## config.mk

```make
export PLATFORM = sky130hd
export DESIGN_NAME = battery_level_top_band_smoother
export DESIGN_NICKNAME = d
export VERILOG_FILES = /design/src/rtl/core/bltbs_pkg.sv /design/src/rtl/core/bltbs_div.sv /design/src/rtl/core/battery_level_top_band_smoother.sv
export SDC_FILE = /design/constraint.sdc
export NUM_CORES = 2
export LEC_CHECK = 0
export BUFFER_PORTS_ARGS = -buffer_cell sky130_fd_sc_hd__buf_2
export CAP_MARGIN = 20
export CORE_MARGIN = 2
export CORE_UTILIZATION = 58
export CTS_CLUSTER_DIAMETER = 50
export DETAILED_ROUTE_END_ITERATION = 10
export GPL_ROUTABILITY_DRIVEN = 0
export PLACE_DENSITY = 0.82
export SLEW_MARGIN = 40
export SYNTH_ARGS = -nofsm -noshare
export SYNTH_HDL_FRONTEND = slang
export SYNTH_SLANG_ARGS = --single-unit
```

## constraint.sdc

```tcl
create_clock -name clk -period 5.4 [get_ports clk]
set_input_delay 1.62 -clock clk [delete_from_list [all_inputs] [get_ports clk]]
set_output_delay 1.62 -clock clk [all_outputs]
set_load 0.02 [all_outputs]
```

## src/rtl/core/bltbs_pkg.sv

```systemverilog
// Shared types and constants of the top-band battery level smoother.
package bltbs_pkg;

  // Band store geometry
  localparam int BAND_ENTRIES = 11;
  localparam int IDX_W        = $clog2(BAND_ENTRIES);

  // Field widths
  localparam int PCT_W      = 7;
  localparam int TIME_W     = 32;
  localparam int HOLD_W     = 17;
  localparam int RT_W       = 16;
  localparam int LEVEL_W    = 14;
  localparam int CFG_IDX_W  = 1;
  localparam int CFG_DATA_W = 17;

  // Shared divider: two quotient bits per cycle
  localparam int DIV_W     = 34;
  localparam int DEN_W     = 16;
  localparam int DIV_STEPS = DIV_W / 2;
  localparam int CNT_W     = $clog2(DIV_STEPS + 1);

  // Percent constants
  localparam logic [PCT_W-1:0] BAND_BASE   = 7'd90;
  localparam logic [PCT_W-1:0] FULL_PCT    = 7'd100;
  localparam logic [PCT_W-1:0] EMPTY_SHOWN = 7'd1;
  localparam logic [PCT_W-1:0] PCT_SCALE   = 7'd100;

  // Register reset values and time base
  localparam logic [HOLD_W-1:0] HOLD_RESET    = 17'd1800;
  localparam logic [RT_W-1:0]   RUNTIME_RESET = 16'd400;
  localparam logic [DEN_W-1:0]  SECS_PER_MIN  = 16'd60;

  typedef enum logic [3:0] {
    S_IDLE,
    S_CLASS,
    S_RD_PREV,
    S_DIFF,
    S_DECIDE,
    S_WR_PREV,
    S_DIV1,
    S_LOAD2,
    S_DIV2,
    S_DROP,
    S_OUT
  } state_t;

  typedef enum logic [CFG_IDX_W-1:0] {
    REG_STEP_HOLD    = 1'b0,
    REG_FULL_RUNTIME = 1'b1
  } cfg_reg_t;

  typedef struct packed {
    logic             start;
    logic [DIV_W-1:0] num;
    logic [DEN_W-1:0] den;
  } div_req_t;

  typedef struct packed {
    logic             busy;
    logic [DIV_W-1:0] quot;
  } div_rsp_t;

endpackage

```

## src/rtl/core/bltbs_div.sv

```systemverilog
// Shared restoring divider, two quotient bits per cycle.
module bltbs_div (
  input  logic                clk,
  input  logic                rst,
  input  bltbs_pkg::div_req_t req,
  output bltbs_pkg::div_rsp_t rsp
);
  import bltbs_pkg::*;

  logic [DIV_W-1:0] num;
  logic [DEN_W-1:0] den;
  logic [DEN_W-1:0] rem;
  logic [CNT_W-1:0] cnt;
  logic [DEN_W:0]   t1;
  logic [DEN_W:0]   t2;
  logic [DEN_W-1:0] rem1;
  logic [DEN_W-1:0] rem2;
  logic             q1;
  logic             q2;

  // Two dependent compare/subtract steps; remainder stays below the divisor
  always_comb begin
    t1   = {rem, num[DIV_W-1]};
    q1   = (t1 >= {1'b0, den});
    rem1 = q1 ? DEN_W'(t1 - {1'b0, den}) : t1[DEN_W-1:0];
    t2   = {rem1, num[DIV_W-2]};
    q2   = (t2 >= {1'b0, den});
    rem2 = q2 ? DEN_W'(t2 - {1'b0, den}) : t2[DEN_W-1:0];
  end

  // Step counter
  always_ff @(posedge clk) begin
    if (rst) begin
      cnt <= '0;
    end else if (req.start) begin
      cnt <= CNT_W'(DIV_STEPS);
    end else if (cnt != '0) begin
      cnt <= cnt - CNT_W'(1);
    end
  end

  // Dividend shifts out, quotient bits shift in
  always_ff @(posedge clk) begin
    if (req.start) begin
      num <= req.num;
      den <= req.den;
      rem <= '0;
    end else if (cnt != '0) begin
      num <= {num[DIV_W-3:0], q1, q2};
      rem <= rem2;
    end
  end

  assign rsp.busy = (cnt != '0);
  assign rsp.quot = num;

endmodule

```

## src/rtl/core/battery_level_top_band_smoother.sv

```systemverilog
// Top level: battery level smoother for the 90..99 percent charge band.
//
//  channel  | handshake                 | payload
//  ---------+---------------------------+------------------------------------------
//  gauge    | gauge_valid / gauge_stall | gauge_percent, charging, now_seconds
//  level    | level_valid / level_stall | level_hundredths
//  cfg      | cfg_valid / cfg_ready     | cfg_index, cfg_data
//
// One transaction at a time. Readings outside the band and new percents while
// charging go from classification straight to the output state, other readings in
// the band first read the band store for the current and the previous percent,
// and discharging readings under a raised level make two passes through the
// shared divider (seconds to minutes, then the percent drop). Synchronous reset
// clears the band store through valid bits; the block is ready the cycle after
// reset. A stalled result stays in the output register while the next reading
// is already taken and worked on.
module battery_level_top_band_smoother (
  input  logic                             clk,
  input  logic                             rst,
  input  logic                             gauge_valid,
  output logic                             gauge_stall,
  input  logic [bltbs_pkg::PCT_W-1:0]      gauge_percent,
  input  logic                             charging,
  input  logic [bltbs_pkg::TIME_W-1:0]     now_seconds,
  output logic                             level_valid,
  input  logic                             level_stall,
  output logic [bltbs_pkg::LEVEL_W-1:0]    level_hundredths,
  input  logic                             cfg_valid,
  output logic                             cfg_ready,
  input  logic [bltbs_pkg::CFG_IDX_W-1:0]  cfg_index,
  input  logic [bltbs_pkg::CFG_DATA_W-1:0] cfg_data
);
  import bltbs_pkg::*;

  state_t state, state_next;

  // Captured reading and settings
  logic [PCT_W-1:0]  pct;
  logic              chg;
  logic [TIME_W-1:0] now_t;
  logic [PCT_W-1:0]  last_percent;
  logic [HOLD_W-1:0] step_hold;
  logic [RT_W-1:0]   full_runtime;

  // Band store
  logic [TIME_W-1:0]       start_mem [BAND_ENTRIES];
  logic [PCT_W-1:0]        level_mem [BAND_ENTRIES];
  logic [BAND_ENTRIES-1:0] start_vld;
  logic [BAND_ENTRIES-1:0] level_vld;
  logic [TIME_W-1:0]       rd_start;
  logic [PCT_W-1:0]        rd_level;

  // Working registers
  logic [TIME_W-1:0] cur_start;
  logic [PCT_W-1:0]  cur_level;
  logic [TIME_W-1:0] elapsed;
  logic [TIME_W-1:0] ref_span;
  logic [DIV_W-1:0]  prod;
  logic [PCT_W-1:0]  res_level;

  // Control from the sequencer
  logic [IDX_W-1:0]  band_idx;
  logic [IDX_W-1:0]  prev_idx;
  logic [PCT_W-1:0]  band_off;
  logic [IDX_W-1:0]  rd_addr;
  logic              start_we;
  logic [IDX_W-1:0]  start_waddr;
  logic [TIME_W-1:0] start_wdata;
  logic              level_we;
  logic [PCT_W-1:0]  level_wdata;
  logic              res_ld;
  logic [PCT_W-1:0]  res_next;
  logic              last_ld;
  logic              out_ld;
  logic [RT_W-1:0]   rt_eff;
  logic [PCT_W-1:0]  bump_level;
  logic [TIME_W-1:0] twice_ref;
  logic [PCT_W-1:0]  new_level;
  logic              out_free;
  div_req_t          div_req;
  div_rsp_t          div_rsp;

  bltbs_div u_div (
    .clk (clk),
    .rst (rst),
    .req (div_req),
    .rsp (div_rsp)
  );

  // Derived values
  assign band_off    = pct - BAND_BASE;
  assign band_idx    = band_off[IDX_W-1:0];
  assign prev_idx    = (band_idx == '0) ? '0 : band_idx - IDX_W'(1);
  assign rt_eff      = (full_runtime == '0) ? RT_W'(1) : full_runtime;
  assign bump_level  = (cur_level >= FULL_PCT) ? FULL_PCT : cur_level + PCT_W'(1);
  assign twice_ref   = {ref_span[TIME_W-2:0], 1'b0};
  assign out_free    = !level_valid || !level_stall;
  assign gauge_stall = (state != S_IDLE);
  assign cfg_ready   = 1'b1;

  // Level after the discharge drop, never below the gauge reading
  always_comb begin
    if (div_rsp.quot < DIV_W'(cur_level)) begin
      new_level = cur_level - div_rsp.quot[PCT_W-1:0];
    end else begin
      new_level = '0;
    end
    if (new_level < pct) begin
      new_level = pct;
    end
  end

  // Sequencer: next state and control
  always_comb begin
    state_next  = state;
    rd_addr     = band_idx;
    start_we    = 1'b0;
    start_waddr = band_idx;
    start_wdata = now_t;
    level_we    = 1'b0;
    level_wdata = pct;
    res_ld      = 1'b0;
    res_next    = pct;
    last_ld     = 1'b0;
    out_ld      = 1'b0;
    div_req     = '0;
    unique case (state)
      S_IDLE: begin
        if (gauge_valid) begin
          state_next = S_CLASS;
        end
      end
      S_CLASS: begin
        res_ld = 1'b1;
        state_next = S_OUT;
        if (pct == '0 && !chg) begin
          res_next = EMPTY_SHOWN;
        end else if (pct >= FULL_PCT) begin
          res_next = FULL_PCT;
        end else if (pct < BAND_BASE) begin
          res_next = pct;
        end else if (chg && last_percent != pct) begin
          // New percent while charging: restart this band
          start_we = 1'b1;
          level_we = 1'b1;
          last_ld  = 1'b1;
        end else begin
          res_ld     = 1'b0;
          state_next = S_RD_PREV;
        end
      end
      S_RD_PREV: begin
        rd_addr    = prev_idx;
        state_next = S_DIFF;
      end
      S_DIFF: begin
        state_next = S_DECIDE;
      end
      S_DECIDE: begin
        res_ld     = 1'b1;
        res_next   = cur_level;
        state_next = S_OUT;
        if (chg) begin
          if (band_idx < IDX_W'(2)) begin
            if (elapsed > TIME_W'(step_hold)) begin
              start_we    = 1'b1;
              level_we    = 1'b1;
              level_wdata = bump_level;
              res_next    = bump_level;
            end
          end else if (elapsed > ref_span && elapsed > twice_ref) begin
            // Held past twice the previous band's span
            start_we    = 1'b1;
            level_we    = 1'b1;
            level_wdata = bump_level;
            res_next    = bump_level;
            state_next  = S_WR_PREV;
          end
        end else if (cur_level > pct) begin
          res_ld        = 1'b0;
          div_req.start = 1'b1;
          div_req.num   = DIV_W'(elapsed);
          div_req.den   = SECS_PER_MIN;
          state_next    = S_DIV1;
        end else begin
          res_next = pct;
        end
      end
      S_WR_PREV: begin
        start_we    = 1'b1;
        start_waddr = prev_idx;
        start_wdata = now_t - ref_span;
        state_next  = S_OUT;
      end
      S_DIV1: begin
        if (!div_rsp.busy) begin
          state_next = S_LOAD2;
        end
      end
      S_LOAD2: begin
        // Ceiling division: add divisor minus one
        div_req.start = 1'b1;
        div_req.num   = prod + DIV_W'(rt_eff) - DIV_W'(1);
        div_req.den   = rt_eff;
        state_next    = S_DIV2;
      end
      S_DIV2: begin
        if (!div_rsp.busy) begin
          state_next = S_DROP;
        end
      end
      S_DROP: begin
        level_we    = 1'b1;
        level_wdata = new_level;
        res_ld      = 1'b1;
        res_next    = new_level;
        state_next  = S_OUT;
      end
      S_OUT: begin
        if (out_free) begin
          out_ld     = 1'b1;
          state_next = S_IDLE;
        end
      end
      default: begin
        state_next = S_IDLE;
      end
    endcase
  end

  // State register
  always_ff @(posedge clk) begin
    if (rst) begin
      state <= S_IDLE;
    end else begin
      state <= state_next;
    end
  end

  // Control state: settings, last percent, valid bits, output valid
  always_ff @(posedge clk) begin
    if (rst) begin
      step_hold    <= HOLD_RESET;
      full_runtime <= RUNTIME_RESET;
      last_percent <= '0;
      start_vld    <= '0;
      level_vld    <= '0;
      level_valid  <= 1'b0;
    end else begin
      if (cfg_valid && cfg_ready) begin
        unique case (cfg_reg_t'(cfg_index))
          REG_STEP_HOLD:    step_hold    <= cfg_data[HOLD_W-1:0];
          REG_FULL_RUNTIME: full_runtime <= cfg_data[RT_W-1:0];
          default:          ;
        endcase
      end
      if (last_ld) begin
        last_percent <= pct;
      end
      if (start_we) begin
        start_vld[start_waddr] <= 1'b1;
      end
      if (level_we) begin
        level_vld[band_idx] <= 1'b1;
      end
      if (out_ld) begin
        level_valid <= 1'b1;
      end else if (!level_stall) begin
        level_valid <= 1'b0;
      end
    end
  end

  // Band store: one write and one registered read per array per cycle
  always_ff @(posedge clk) begin
    if (start_we) begin
      start_mem[start_waddr] <= start_wdata;
    end
    if (level_we) begin
      level_mem[band_idx] <= level_wdata;
    end
    rd_start <= start_vld[rd_addr] ? start_mem[rd_addr] : '0;
    rd_level <= level_vld[rd_addr] ? level_mem[rd_addr] : '0;
  end

  // Datapath registers
  always_ff @(posedge clk) begin
    if (state == S_IDLE && gauge_valid) begin
      pct   <= gauge_percent;
      chg   <= charging;
      now_t <= now_seconds;
    end
    if (state == S_RD_PREV) begin
      cur_start <= rd_start;
      cur_level <= rd_level;
    end
    if (state == S_DIFF) begin
      elapsed  <= now_t - cur_start;
      ref_span <= cur_start - rd_start;
    end
    if (state == S_DIV1) begin
      // Minutes times 100 as shifts and adds
      prod <= DIV_W'({div_rsp.quot, 6'b0}) + DIV_W'({div_rsp.quot, 5'b0})
            + DIV_W'({div_rsp.quot, 2'b0});
    end
    if (res_ld) begin
      res_level <= res_next;
    end
    if (out_ld) begin
      level_hundredths <= LEVEL_W'(LEVEL_W'(res_level) * LEVEL_W'(PCT_SCALE));
    end
  end

endmodule

```

**After elaboration in Yosys (flattened, before gate mapping)**

Memories as Yosys holds them, arrays and structs flattened. A register that Yosys moved wholly into a read port is not among the register bits.
Index checks and enable logic that the tools add are counted.

- Memories: 2
- Logic and storage cells: 175
- Bits in registers: 334
- RAM bits: 429
- Output and inout port bits: 17

- Add/sub/neg operators: 14
- Multipliers: 1
- Bitwise gates (word level): 3
- Equality and inequality tests: 16
- Order comparisons: 17
- Multiplexer cells: 76
- Reductions and logical operators: 24

Memories:

| name | words | width | rd ports | clocked after Yosys merged registers in | write ports | RTL line | text |
|---|---|---|---|---|---|---|---|
| start_mem | 11 | 32 | 1 | 1 | 1 | battery_level_top_band_smoother.sv:46 | `logic [TIME_W-1:0] start_mem [BAND_ENTRIES];` |
| level_mem | 11 | 7 | 1 | 1 | 1 | battery_level_top_band_smoother.sv:47 | `logic [PCT_W-1:0] level_mem [BAND_ENTRIES];` |

Operator list:

| operator | number |
|---|---|
| 51-bit 2-to-1 mux | 2 |
| 51-bit one-hot mux with 2 select lines | 1 |
| 7-bit 2-to-1 mux | 14 |
| 32-bit subtractor | 3 |
| 34-bit adder | 2 |
| 34-bit 2-to-1 mux | 2 |
| 32-bit greater-than comparator | 2 |
| 4-bit 2-to-1 mux | 15 |
| 16-bit 2-to-1 mux | 3 |
| 4-bit one-hot mux with 10 select lines | 1 |
| 34-bit by 16-bit adder with 34-bit output | 1 |
| 17-bit by 16-bit >= comparator with 1-bit output | 2 |
| 34-bit by 7-bit less-than comparator with 1-bit output | 1 |
| 34-bit by 1-bit subtractor with 34-bit output, second input constant | 1 |
| 32-bit by 17-bit greater-than comparator with 1-bit output | 1 |
| 32-bit 2-to-1 mux | 1 |
| 16-bit subtractor | 2 |
| 1-bit 2-to-1 mux | 26 |
| 11-bit bitwise OR | 2 |
| 7-bit one-hot mux with 3 select lines | 1 |
| 4-bit by 3-bit == test with 1-bit output, second input constant | 4 |
| 16-bit zero test | 1 |
| 4-bit by 5-bit less-than comparator with 1-bit output, second input constant | 3 |
| 7-bit >= comparator, second input constant | 2 |
| 34 further kinds | 58 |

**Logic depth before layout (Yosys ltp)**

- Depth in word-level cells: 9
- Mapped depth: 23
- Mapped depth without buffers: 22

**Cells and area by module**

A second synthesis with hierarchy kept.

- Cells, all modules: 4,231
- Area, all modules: 44,978.1 µm²

Modules (own cells, without submodules):

| module | instances | cells each | area each (µm²) | sequential area each (µm²) |
|---|---|---|---|---|
| battery_level_top_band_smoother | 1 | 3,786 | 40,211.1 | 20,830.0 |
| bltbs_div | 1 | 445 | 4,767.1 | 1,921.8 |

**Worst setup path after synthesis**

Ideal clock, no wire load.

- Path kind: flip-flop to flip-flop
- From: register pct[2]
- To: memory start_mem[6][0] (enable)
- Library setup time: 0.468 ns
- Path slack: 0.282 ns
- Data required time: 4.932 ns
- Data arrival time: 4.650 ns
- Path buffers: 1
- Stages on the path, launching flop included: 12
- Period minus slack after synthesis: 5.118 ns
- Cells stage by stage: edfxtp_1 > clkbuf_1 > inv_1 > ha_1 > xnor2_4 > nor2b_2 > nand2_1 > a211oi_1 > a21oi_1 > nor2_1 > o21bai_1 > nor3b_1

- Word-level cells in the longest chain between the ends: 9
- Elaborated cells on any way between the ends: 21
- Classes of those cells: add/sub (2); order compare (3); eq/ne (1); mux (11); reduce/logical (4)

Ends and longest elaborated chain:

| item | RTL line | text |
|---|---|---|
| from (decl) | battery_level_top_band_smoother.sv:38 | `logic [PCT_W-1:0] pct;` |
| from (signal assigned) | battery_level_top_band_smoother.sv:289 | `pct <= gauge_percent;` |
| branches (longest 9 deep; another with 4-bit subtractor) | -- |  |
| to (decl) | battery_level_top_band_smoother.sv:46 |  |

Parallel ways; which one is timed is not known.

**Final worst setup path**

- From: register u_div.den[1]
- To: register u_div.rem[9]

- Word-level cells in the longest chain between the ends: 4
- Elaborated cells on any way between the ends: 6
- Classes of those cells: add/sub (2); order compare (2); mux (2)

Ends and longest elaborated chain:

| item | RTL line | text |
|---|---|---|
| from (decl) | bltbs_div.sv:11 | `logic [DEN_W-1:0] den;` |
| from (signal assigned) | bltbs_div.sv:46 | `den <= req.den;` |
| 16-bit subtractor or 17-bit by 16-bit >= comparator with 1-bit output (tied branches) | bltbs_div.sv:25, bltbs_div.sv:24 |  |
| 16-bit 2-to-1 mux | bltbs_div.sv:25 | `rem1 = q1 ? DEN_W'(t1 - {1'b0, den}) : t1[DEN_W-1:0];` |
| 16-bit subtractor or 17-bit by 16-bit >= comparator with 1-bit output (tied branches) | bltbs_div.sv:28, bltbs_div.sv:27 |  |
| 16-bit 2-to-1 mux * | bltbs_div.sv:28 | `rem2 = q2 ? DEN_W'(t2 - {1'b0, den}) : t2[DEN_W-1:0];` |
| to (signal assigned) | bltbs_div.sv:50 | `rem <= rem2;` |
| to (decl) | bltbs_div.sv:12 | `logic [DEN_W-1:0] rem;` |

Mark *: on every way between the ends. The rest lies on a longest branch, timed or not.
A chain may end at the register's enable or synchronous reset.

==> metrics.cfg <==
[finish]
fin_cells = 5426
nFillCells = 5376
multiInputGateArea_mm2 = 0.0200
layout-drive-gt1-share_pct = 9.76
ff_latch_area_mm2 = 0.0228
finalNetCount = 4761
syn_to_final_growth_pct = 12.2

[route]
drc = 0
vias = 33400
routedWlPerCell_um = 20.6
ant_nets = 0
viasPerCell = 6.16
totalWireLength_um = 112000
first_pass_iters = 6
drtIter0Drc = 3666

[global_route]
grt_usage_pct = 28.0
grt_pass1_wl_um = 173000
overflow = 0
antenna_found_initial = 3
grt_max_degree = 131
grt_pass1_vias = 32400

[critical_path]
cp-start-kind = flip-flop
rrSetupSlack_ns = 0.22
endpoint_kind = flip-flop
crit_required_ns = 5.91
crit_type = reg2reg
worst_ep_arrival_time_ns = 5.69
startpoint = u_div.den[1]
regToRegStartpoint = u_div.den[1]
ff2ff_path_depth = 23
path_max_fanout = 14
r2r-end = u_div.rem[9]

[clocking]
cts_sinks = 800
clk_latency_ns = 0.69
clockBufferDepth = 3
cts_hold_buf = 0
path_clk_slew_ns = 0.06
cts_buffers = 96
h-tree-depth = 3
clock-root-buffer = clkbuf_16
cts_tree = yes

[floorplanning]
die_h_um = 281
die_x_um = 281
design.die.area_mm2 = 0.0789
core-area_mm2 = 0.0759
num_rows = 101
ios = 80
start_util_pct = 58.5

[timing]
setup_viol = 0
period_share_pct = 95.9
fin_crit_ns = 5.18
hold_violations = 0
relSlewSlack_pct = 40.4
worst_pin_slew_ns = 0.888
max_freq_ghz = 0.193
slew_viol_final = 0
hold_ws_ns = 0.408
setup_slack_ns = 0.223
skew_ns = 0.0482

[logic_synthesis]
seq_area_frac_synth_pct = 51.2
synth_edf_count = 673
yosys_warnings = 0
async_reset_ff_share_pct = 0
synth.top_cell.area_share_pct = 45.5
ys_ff_latch = 800
syn_area_per_cell_um2 = 10.6
synth_top_area_cell = edfxtp_1
ys.flop_type = edfxtp_1
syn_area_mm2 = 0.0444
synthTopCellsByArea = edfxtp_1 (45%), ha_1 (9.9%), dfxtp_1 (5.7%), nand2_1 (5.1%), a21oi_1 (3.0%)
synth.distinct_cells = 102
yosysMostFrequentCell = edfxtp_1
ys_top_cells_by_count = edfxtp_1 (673), nand2_1 (608), ha_1 (351)
synth_cells = 4207

[worst_hold_path]
holdCritStartpoint = rd_level[1]
hold_path_end = cur_level[1]
hold_depth = 0
min_path_type = reg2reg

[power]
ir_drop_mv = 0.490
p_per_area_mw_per_mm2 = 607
p_sw_uw = 12100
p_leak_uw = 0.0199
combinationalPowerShare_pct = 47.5
power.share.clock_pct = 22.3
switching_share_pct = 40.0
power.share.sequential_pct = 30.2
p_int_uw = 18200

[placement]
dpl.hpwl_um = 74300
place_inst = 5230
dp_slack_ns = 0.331
portBuffers = 76

[flow_run]
drv_cap = 0

[outcome]
outcome = complete, no violations

-- kinds of logic after synthesis --
family / Yosys count / synth area share, %
AOI/OAI and AO/OA: 1032 / 15.3
xor gates and xnor gates: 174 / 3.47
adders and majority gates: 388 / 11.5
buffers and inverters: 509 / 4.54
DFF: 800 / 51.2
muxes: 41 / 0.968
other: 2 / 0.0169
and+or+nand+nor: 1261 / 12.9
-- final cells by class --
| class | count | share of cell area, % |
|---|---|---|
| tap | 1030 | 2.58 |
| sequential | 800 | 45.6 |
| clock inverter | 73 | 1.82 |
| multi-input combinational | 2899 | 40.0 |
| timing repair buffer | 167 | 2.33 |
| inverter | 346 | 2.60 |
| antenna | 2 | 0.0100 |
| clock buffer | 109 | 5.04 |
-- routing by layer --
metal | routed length, µm | vias up | GRT usage [%] | part of all wire [%]
li1 | - | 15500 | - | -
met1 | 44700 | 15900 | 37.3 | 40
met2 | 52400 | 1644 | 45.4 | 47
met3 | 9740 | 321 | 4.27 | 8.7
met4 | 4790 | 2 | 12.5 | 4.3
met5 | 13 | - | 0 | 0.012
-- worst max-delay path by stage --
stage | endpoint | slack (ns)
floorplan | start_mem[6][0] | 0.28
global placement | u_div.rem[10] | 0.40
detailed placement | u_div.rem[8] | 0.33
CTS | u_div.rem[9] | 0.24
global route | u_div.rem[8] | -0.04
finish | u_div.rem[9] | 0.22
-- stage by stage --
stage	util (%)	area [µm²]	TNS [ns]	total power [µW]
finish	65.7	49900	0	30300
global route	65.7	49900	-0.136	32200
CTS	65.5	49700	0	29900
detailed placement	61.0	46300	0	23100
global placement	60.9	46200	0	22500
floorplan	-	44500	0	19700
-- power by group through the flow --
stage / registers [µW] / clock network (µW) / logic (µW)
2_1_floorplan: 8940 / 0 / 10700
3_3_place_gp: 9220 / 0 / 13300
3_5_place_dp: 9250 / 0 / 13800
4_1_cts: 9130 / 6820 / 14000
5_1_grt: 9220 / 7100 / 15900
6_report: 9150 / 6770 / 14400
-- registers in the layout, summed over array words and instances, names as in the netlist, 32 cells and up --
register   flops
level_mem     77
prod          32
elapsed       32
cur_start     32
now_t         32
ref_span      32
u_div.num     34
rd_start      32
start_mem    352
-- cell usage in the layout, fill, tap and decap left out, types with 76 or more instances in the layout --
| cell | instances |
|---|---|
| edfxtp_1 | 673 |
| nand2_1 | 607 |
| ha_1 | 351 |
| inv_1 | 345 |
| a21oi_1 | 265 |
| nor2_1 | 183 |
| o21ai_0 | 164 |
| dfxtp_1 | 127 |
| xnor2_1 | 119 |
| nand3_1 | 116 |
| a21o_1 | 107 |
| clkbuf_16 | 98 |
| a211oi_1 | 96 |
| buf_4 | 83 |
| buf_2 | 76 |
-- worst max-delay path, stage by stage (launching register included) --
cell and delay (ns):
edfxtp_1 0.32, inv_1 0.10, ha_1 0.34, nor2b_1 0.19, o31a_2 0.20, o221ai_2 0.14, o2111a_2 0.31, a211o_2 0.33
a21oi_4 0.26, nor2_1 0.10, a21oi_2 0.19, ha_1 0.28, nor2b_1 0.14, o21a_1 0.18, o21ai_2 0.13, a21oi_1 0.11
o211ai_1 0.32, a211oi_2 0.18, o41ai_2 0.30, buf_4 0.17, nand3_4 0.22, buf_4 0.25, mux2i_1 0.17, a21oi_1 0.10
-- what timing repair did --
item                                   CTS  global route
gates resized for setup                  0             5
setup endpoints to repair                0            15
buffers inserted                         0            11
endpoints found under the hold margin    0             0
Power figures use the tool's default switching activity.
